==> src/sv/lcsi_pkg.sv <==
// Shared types and constants for the lattice coordinate to site index unit.
package lcsi_pkg;

	// Width of the site index word.
	localparam int IDX_W = 20;

	// Configuration port geometry.
	localparam int CFG_W     = 7;
	localparam int CFG_IDX_W = 2;

	// Configuration register indexes.
	localparam logic [CFG_IDX_W-1:0] REG_CELLS_X = 2'd0;
	localparam logic [CFG_IDX_W-1:0] REG_CELLS_Y = 2'd1;
	localparam logic [CFG_IDX_W-1:0] REG_CELLS_Z = 2'd2;

	// Reset value of every extent register.
	localparam logic [CFG_W-1:0] CELLS_RESET = 7'd4;

	// Dividend bits retired per stage of the remainder pipeline.
	localparam int MOD_STEP = 4;

	// Low three bits of each sublattice offset, per axis (x, y, z).
	localparam int NUM_SUB = 4;
	localparam logic [2:0] SUB_OFF [NUM_SUB][3] = '{
		'{3'd0, 3'd0, 3'd0},
		'{3'd0, 3'd4, 3'd4},
		'{3'd4, 3'd0, 3'd4},
		'{3'd4, 3'd4, 3'd0}
	};

	// Side information that travels alongside the remainder lanes.
	typedef struct packed {
		logic       valid;
		logic       match;
		logic [1:0] sl;
	} side_t;

endpackage

==> src/sv/lcsi_wrap_mod.sv <==
// Pipelined non-negative remainder of a signed value by a small extent.
module lcsi_wrap_mod #(
	parameter int DW     = 16,
	parameter int NB     = 7,
	parameter int STEP   = 4,
	parameter int STAGES = 4
) (
	input  logic                 clk,
	input  logic signed [DW-1:0] value,
	input  logic        [NB-1:0] n,
	output logic        [NB-1:0] rem
);
	import lcsi_pkg::*;

	localparam int PW = STAGES * STEP;

	logic [PW-1:0] dvd_s [0:STAGES];
	logic [NB-1:0] rem_s [0:STAGES];
	logic          neg_s [0:STAGES];
	logic [NB-1:0] rem_q;

	// Entry stage: split the value into sign and magnitude.
	always_ff @(posedge clk) begin
		neg_s[0] <= value[DW-1];
		dvd_s[0] <= value[DW-1] ? PW'(~value + DW'(1)) : PW'(value);
		rem_s[0] <= '0;
	end

	// Restoring remainder, STEP dividend bits per stage, MSB first.
	for (genvar k = 1; k <= STAGES; k++) begin : g_step
		logic [PW-1:0] d_w;
		logic [NB-1:0] r_w;
		logic [NB:0]   t_w;

		always_comb begin
			d_w = dvd_s[k-1];
			r_w = rem_s[k-1];
			t_w = '0;
			for (int j = 0; j < STEP; j++) begin
				t_w = {r_w, d_w[PW-1]};
				d_w = {d_w[PW-2:0], 1'b0};
				if (t_w >= {1'b0, n}) begin
					t_w = t_w - {1'b0, n};
				end
				r_w = t_w[NB-1:0];
			end
		end

		always_ff @(posedge clk) begin
			dvd_s[k] <= d_w;
			rem_s[k] <= r_w;
			neg_s[k] <= neg_s[k-1];
		end
	end

	// A negative value with a nonzero remainder wraps to the extent minus it.
	always_ff @(posedge clk) begin
		if (neg_s[STAGES] && (rem_s[STAGES] != '0)) begin
			rem_q <= n - rem_s[STAGES];
		end else begin
			rem_q <= rem_s[STAGES];
		end
	end

	assign rem = rem_q;

endmodule

==> src/sv/lattice_coord_to_site_index_unit.sv <==
// Top level of the pyrochlore lattice coordinate to site index unit.
//
// Maps an integer position to its linear site index. A word is taken at every rising edge
// where start is high; busy never rises, so the unit takes one word per cycle without pause.
// Each word yields one result, shown for one cycle under done, after it passes stage 1,
// stage 2, the three remainder lanes (four dividend bits per stage), stage 3, stage 4
// and the output stage. Results cannot be held off.
// Extent registers may be rewritten only while no word is in flight.
module lattice_coord_to_site_index_unit #(
	parameter int COORD_BITS = 16,
	parameter int MAX_CELLS  = 64
) (
	input  logic                                clk,
	input  logic                                arst_n,
	input  logic                                start,
	output logic                                busy,
	input  logic signed [COORD_BITS-1:0]        pos_x,
	input  logic signed [COORD_BITS-1:0]        pos_y,
	input  logic signed [COORD_BITS-1:0]        pos_z,
	input  logic                                cfg_we,
	input  logic        [lcsi_pkg::CFG_IDX_W-1:0] cfg_index,
	input  logic        [lcsi_pkg::CFG_W-1:0]   cfg_data,
	output logic                                done,
	output logic        [lcsi_pkg::IDX_W-1:0]   site_index,
	output logic                                valid_res
);
	import lcsi_pkg::*;

	localparam int W          = COORD_BITS;
	localparam int NB         = $clog2(MAX_CELLS + 1);
	localparam int MOD_STAGES = (COORD_BITS + MOD_STEP - 1) / MOD_STEP;
	localparam int MOD_LAT    = MOD_STAGES + 2;

	// Effective extent: zero acts as one, large values saturate.
	function automatic logic [NB-1:0] ext_f(input logic [CFG_W-1:0] r);
		logic [31:0] rv;
		rv = 32'(r);
		if (rv == 32'd0) begin
			ext_f = NB'(1);
		end else if (rv > 32'(MAX_CELLS)) begin
			ext_f = NB'(MAX_CELLS);
		end else begin
			ext_f = NB'(r);
		end
	endfunction

	// Extent registers.
	logic [CFG_W-1:0] cells_x_q, cells_y_q, cells_z_q;

	always_ff @(posedge clk or negedge arst_n) begin
		if (!arst_n) begin
			cells_x_q <= CELLS_RESET;
			cells_y_q <= CELLS_RESET;
			cells_z_q <= CELLS_RESET;
		end else if (cfg_we) begin
			unique case (cfg_index)
				REG_CELLS_X: cells_x_q <= cfg_data;
				REG_CELLS_Y: cells_y_q <= cfg_data;
				REG_CELLS_Z: cells_z_q <= cfg_data;
				default: ;
			endcase
		end
	end

	logic [NB-1:0] n0, n1, n2;
	assign n0 = ext_f(cells_x_q);
	assign n1 = ext_f(cells_y_q);
	assign n2 = ext_f(cells_z_q);

	assign busy = 1'b0;

	// Stage 1: sublattice match, cell coordinates along y and x, and x+y-z.
	logic [NUM_SUB-1:0] hit;
	logic [1:0]         sl_w;
	logic               match_w;

	always_comb begin
		for (int k = 0; k < NUM_SUB; k++) begin
			hit[k] = (pos_x[2:0] == SUB_OFF[k][0]) && (pos_y[2:0] == SUB_OFF[k][1]) &&
				(pos_z[2:0] == SUB_OFF[k][2]);
		end
		match_w = |hit;
		sl_w = 2'd0;
		for (int k = NUM_SUB - 1; k >= 0; k--) begin
			if (hit[k]) begin
				sl_w = 2'(k);
			end
		end
	end

	logic                valid_s1, match_s1;
	logic [1:0]          sl_s1;
	logic signed [W-4:0] qy_s1, qx_s1;
	logic signed [W+1:0] sum_s1;

	always_ff @(posedge clk or negedge arst_n) begin
		if (!arst_n) begin
			valid_s1 <= 1'b0;
		end else begin
			valid_s1 <= start;
		end
	end

	always_ff @(posedge clk) begin
		match_s1 <= match_w;
		sl_s1    <= sl_w;
		qy_s1    <= pos_y[W-1:3];
		qx_s1    <= pos_x[W-1:3];
		sum_s1   <= {{2{pos_x[W-1]}}, pos_x} + {{2{pos_y[W-1]}}, pos_y} -
			{{2{pos_z[W-1]}}, pos_z};
	end

	// Stage 2: cell offsets relative to the diagonal coordinate.
	logic signed [W-3:0] q2_w;
	logic signed [W-1:0] q2_ext, qy_ext, qx_ext;
	assign q2_w   = sum_s1[W+1:4];
	assign q2_ext = {{2{q2_w[W-3]}}, q2_w};
	assign qy_ext = {{3{qy_s1[W-4]}}, qy_s1};
	assign qx_ext = {{3{qx_s1[W-4]}}, qx_s1};

	side_t               side_s2;
	logic signed [W-1:0] a0_s2, a1_s2, a2_s2;

	always_ff @(posedge clk or negedge arst_n) begin
		if (!arst_n) begin
			side_s2 <= '0;
		end else begin
			side_s2 <= '{valid: valid_s1, match: match_s1, sl: sl_s1};
		end
	end

	always_ff @(posedge clk) begin
		a0_s2 <= qy_ext - q2_ext;
		a1_s2 <= qx_ext - q2_ext;
		a2_s2 <= q2_ext;
	end

	// Remainder lanes, one per cell axis.
	logic [NB-1:0] c0, c1, c2;

	lcsi_wrap_mod #(.DW(W), .NB(NB), .STEP(MOD_STEP), .STAGES(MOD_STAGES)) u_mod0 (
		.clk(clk), .value(a0_s2), .n(n0), .rem(c0)
	);
	lcsi_wrap_mod #(.DW(W), .NB(NB), .STEP(MOD_STEP), .STAGES(MOD_STAGES)) u_mod1 (
		.clk(clk), .value(a1_s2), .n(n1), .rem(c1)
	);
	lcsi_wrap_mod #(.DW(W), .NB(NB), .STEP(MOD_STEP), .STAGES(MOD_STAGES)) u_mod2 (
		.clk(clk), .value(a2_s2), .n(n2), .rem(c2)
	);

	// Side information delayed to line up with the remainder lanes.
	side_t side_line [0:MOD_LAT-1];

	always_ff @(posedge clk or negedge arst_n) begin
		if (!arst_n) begin
			for (int i = 0; i < MOD_LAT; i++) begin
				side_line[i] <= '0;
			end
		end else begin
			side_line[0] <= side_s2;
			for (int i = 1; i < MOD_LAT; i++) begin
				side_line[i] <= side_line[i-1];
			end
		end
	end

	// Stage 3: c0 times the y extent.
	side_t            side_s3;
	logic [IDX_W-1:0] prod_s3;
	logic [NB-1:0]    c1_s3, c2_s3;

	always_ff @(posedge clk or negedge arst_n) begin
		if (!arst_n) begin
			side_s3 <= '0;
		end else begin
			side_s3 <= side_line[MOD_LAT-1];
		end
	end

	always_ff @(posedge clk) begin
		prod_s3 <= IDX_W'(c0) * IDX_W'(n1);
		c1_s3   <= c1;
		c2_s3   <= c2;
	end

	// Stage 4: add c1, then times the z extent.
	side_t            side_s4;
	logic [IDX_W-1:0] acc_s4;
	logic [NB-1:0]    c2_s4;

	always_ff @(posedge clk or negedge arst_n) begin
		if (!arst_n) begin
			side_s4 <= '0;
		end else begin
			side_s4 <= side_s3;
		end
	end

	always_ff @(posedge clk) begin
		acc_s4 <= (prod_s3 + IDX_W'(c1_s3)) * IDX_W'(n2);
		c2_s4  <= c2_s3;
	end

	// Output stage: add c2, append the sublattice, zero on a miss.
	logic [IDX_W-1:0] cell_w;
	logic [IDX_W-1:0] site_index_q;
	logic             valid_res_q, done_q;

	assign cell_w = acc_s4 + IDX_W'(c2_s4);

	always_ff @(posedge clk or negedge arst_n) begin
		if (!arst_n) begin
			done_q <= 1'b0;
		end else begin
			done_q <= side_s4.valid;
		end
	end

	always_ff @(posedge clk) begin
		valid_res_q  <= side_s4.match;
		site_index_q <= side_s4.match ? {cell_w[IDX_W-3:0], side_s4.sl} : '0;
	end

	assign done       = done_q;
	assign site_index = site_index_q;
	assign valid_res  = valid_res_q;

endmodule

==> config.mk <==
export PLATFORM = sky130hd
export DESIGN_NAME = lattice_coord_to_site_index_unit
export DESIGN_NICKNAME = d
export VERILOG_FILES = /design/src/sv/lcsi_pkg.sv /design/src/sv/lcsi_wrap_mod.sv /design/src/sv/lattice_coord_to_site_index_unit.sv
export SDC_FILE = /design/constraint.sdc
export NUM_CORES = 2
export LEC_CHECK = 0
export BUFFER_PORTS_ARGS = -buffer_cell sky130_fd_sc_hd__buf_2
export CAP_MARGIN = 20
export CORE_ASPECT_RATIO = 0.75
export CORE_UTILIZATION = 40
export DETAILED_ROUTE_END_ITERATION = 16
export PLACE_DENSITY = 0.62
export SYNTH_ARGS = -nofsm -noshare
export SYNTH_HDL_FRONTEND = slang
export SYNTH_SLANG_ARGS = --single-unit
==> constraint.sdc <==
create_clock -name clk -period 12 [get_ports clk]
set_input_delay 0.6 -clock clk [delete_from_list [all_inputs] [get_ports clk]]
set_output_delay 0.6 -clock clk [all_outputs]
set_load 0.02 [all_outputs]
==> flow_summary.json <==
{
  "grt_max_degree": 60,
  "clk_path_buf_depth": 3,
  "synth_edf_count": 0,
  "critPathMaxStageDelay_ns": 0.59,
  "clkLatencyLatePin_ns": 0.61,
  "status": "finished, final reports clean",
  "gr-usage-all-layers": 0.182,
  "die_height_um": 259,
  "hold_path_class": "input pin to flip-flop",
  "vias": 26768,
  "post_cts_resized": 0,
  "async_reset_ff_frac": 0.128,
  "clkSlewWorstSetupHoldPaths_ns": 0.07,
  "core_mm2": 0.0865,
  "min_to": "valid_s1",
  "min_from": "start",
  "fin_skew_ns": 0.0179,
  "yosys-top-cells-area": "dfxtp_1 (23%), ha_1 (16%), fa_1 (8.5%)",
  "root_buffer": "clkbuf_16",
  "required_ns": 12.47,
  "postCtsSetupBuffers": 0,
  "ys.flop_type": "dfxtp_1",
  "syn-cell-area_mm2": 0.0352,
  "reg2reg_depth": 38,
  "rsz0062_at_grt": "false",
  "fin_area_mm2": 0.0388,
  "io_buffer_count": 82,
  "cp_num_buf_inv": 4,
  "hold_violations": 0,
  "cts_buffers": 48,
  "synthToLayoutAreaGrowth_pct": 10.2,
  "hold_depth": 1,
  "setup_viol_count_final": 0,
  "maxClockFrequency_ghz": 0.0960,
  "drt_pass1_iterations": 5,
  "r2r_end": "u_mod2.rem_s[0][27]",
  "worstMarginPinSlew_ns": 1.09,
  "arrival_ns": 10.88,
  "num_antenna_cells": 0,
  "critPathLaunchType": "flip-flop",
  "maxSlewViolCount": 0,
  "initial_utilization": 0.407,
  "cts_sinks": 460,
  "slew_headroom": 0.266,
  "die_w_um": 344,
  "gp_congestion": 0.887,
  "num_io_pins": 84,
  "grt_pass1_vias": 26010,
  "antenna_found_initial": 0,
  "end_kind": "flip-flop",
  "max-cap-violations": 0,
  "place_area_mm2": 0.0371,
  "routed_wl_um": 80200,
  "ys_top_cells_by_count": "ha_1 (460), inv_1 (430), dfxtp_1 (401)",
  "synth_area_per_cell_um2": 9.15,
  "htree_num_levels": 2,
  "ys_seq_area_frac": 0.270,
  "synth_seq_cells": 460,
  "crit_family": "compound AO/OA/AOI/OAI gates",
  "grt_pass1_wl_um": 133000,
  "critical_path_class": "flip-flop to flip-flop",
  "drt-initial-drc-count": 1720,
  "synth_cell_type_count": 87,
  "syn_inst": 3846,
  "period_share": 0.868,
  "synth_most_common_cell": "ha_1",
  "r2r_slack_ns": 1.59,
  "rows": 93,
  "yosys.area.top_type": "dfxtp_1",
  "cts_tree": "yes",
  "min_period_ns": 10.41,
  "r2r_start": "cells_z_q[4]",
  "viasPerCell": 5.20,
  "routedWlPerCell_um": 15.6,
  "crit_path_max_fanout": 21,
  "holdBufCountCts": 0,
  "nets": 4643,
  "grt-ovfl-total": 0,
  "finalSetupTns_ns": 0,
  "cp_common_cell": "o21ai_0",
  "synth_warnings": 0,
  "dpl.hpwl_um": 62600,
  "drc_errors": 0,
  "cp_slowest_cell": "or4_1",
  "drive_gt1_frac": 0.0906,
  "ant_nets": 0,
  "die_area_mm2": 0.0891,
  "synth_top_area_frac": 0.228
}
-- cells by family after synthesis --
group                    after synthesis  share of synthesized area
flip-flops                           460                      0.270
multiplexers                         177                     0.0555
AND/OR/NAND/NOR                      949                      0.138
buffers and inverters                478                     0.0519
other                                  1                   0.000107
AO/OA/AOI/OAI                        864                      0.159
XOR/XNOR                             307                     0.0764
adder cells (fa/ha/maj)              610                      0.249
-- cell type report --
type,count,area (µm²)
inverter,431,1620
clock inverter,24,279
tap,1140,1430
multi-input combinational,2912,23900
timing repair buffer,119,686
clock buffer,61,1370
sequential,460,9510
fill,8296,47700
-- per-stage QoR --
step           setup WS, ns   util  std cells  hold WS, ns
2_1_floorplan          2.16      -       3850        0.304
3_3_place_gp           1.83  0.429       5061        0.310
3_5_place_dp           1.63  0.429       5061        0.312
4_1_cts                1.59  0.448       5146       0.0611
5_1_grt               0.714  0.448       5147       0.0732
6_report               1.59  0.448       5147        0.107
-- registers in the layout (all words and copies together) (netlist names), 13 cells and up --
name,count
prod_s3,14
u_mod2.dvd_s,40
u_mod1.rem_s,28
u_mod0.rem_s,28
qx_s1,13
u_mod0.dvd_s,40
a1_s2,15
sum_s1,14
acc_s4,18
qy_s1,13
u_mod2.rem_s,28
side_line,24
site_index,20
a2_s2,14
u_mod1.dvd_s,40
a0_s2,15
-- cell usage in the layout, fill, tap and decap left out, drive strengths merged, types with 27 or more instances in the layout --
cell type  Yosys  final
ha           460    460
nand3         43     43
fa           150    150
and2          69     69
a21oi        224    224
or3           27     27
o21ai        213    213
nor2b        104    104
a211oi        27     27
nor2         241    241
buf           14    119
xor2          98     98
inv          430    434
a21o         108    108
clkbuf        33     61
mux2i         57     57
nand2        243    243
dfxtp        401    401
mux2         120    120
xnor2        209    209
dfrtp         56     56
nand4         32     32
o21a          51     51
nor3          29     29
nand2b        45     45
o21bai        28     28
-- per-layer routing --
| layer | wire length, µm | part of all wire | global-route usage |
|---|---|---|---|
| met3 | 3860 | 0.048 | 0.0233 |
| met4 | 1280 | 0.016 | 0.0386 |
| met5 | 0 | 0 | 0 |
| met1 | 42500 | 0.53 | 0.278 |
| met2 | 32600 | 0.41 | 0.269 |
-- worst max path at each step --
stage	start	endpoint	slack, ns	cells past startpoint
floorplan	cells_z_q[5]	u_mod2.rem_s[0][18]	2.16	38
global placement	cells_z_q[5]	u_mod2.rem_s[0][33]	1.83	39
detailed placement	cells_z_q[4]	u_mod2.rem_s[0][27]	1.63	38
CTS	cells_z_q[4]	u_mod2.rem_s[0][27]	1.59	38
global route	cells_z_q[4]	u_mod2.rem_s[0][21]	0.71	38
finish	cells_z_q[4]	u_mod2.rem_s[0][27]	1.59	38
Power is left out: the tool's default activity adds up to more than one toggle a clock period on the data nets, which glitch-free logic cannot reach.
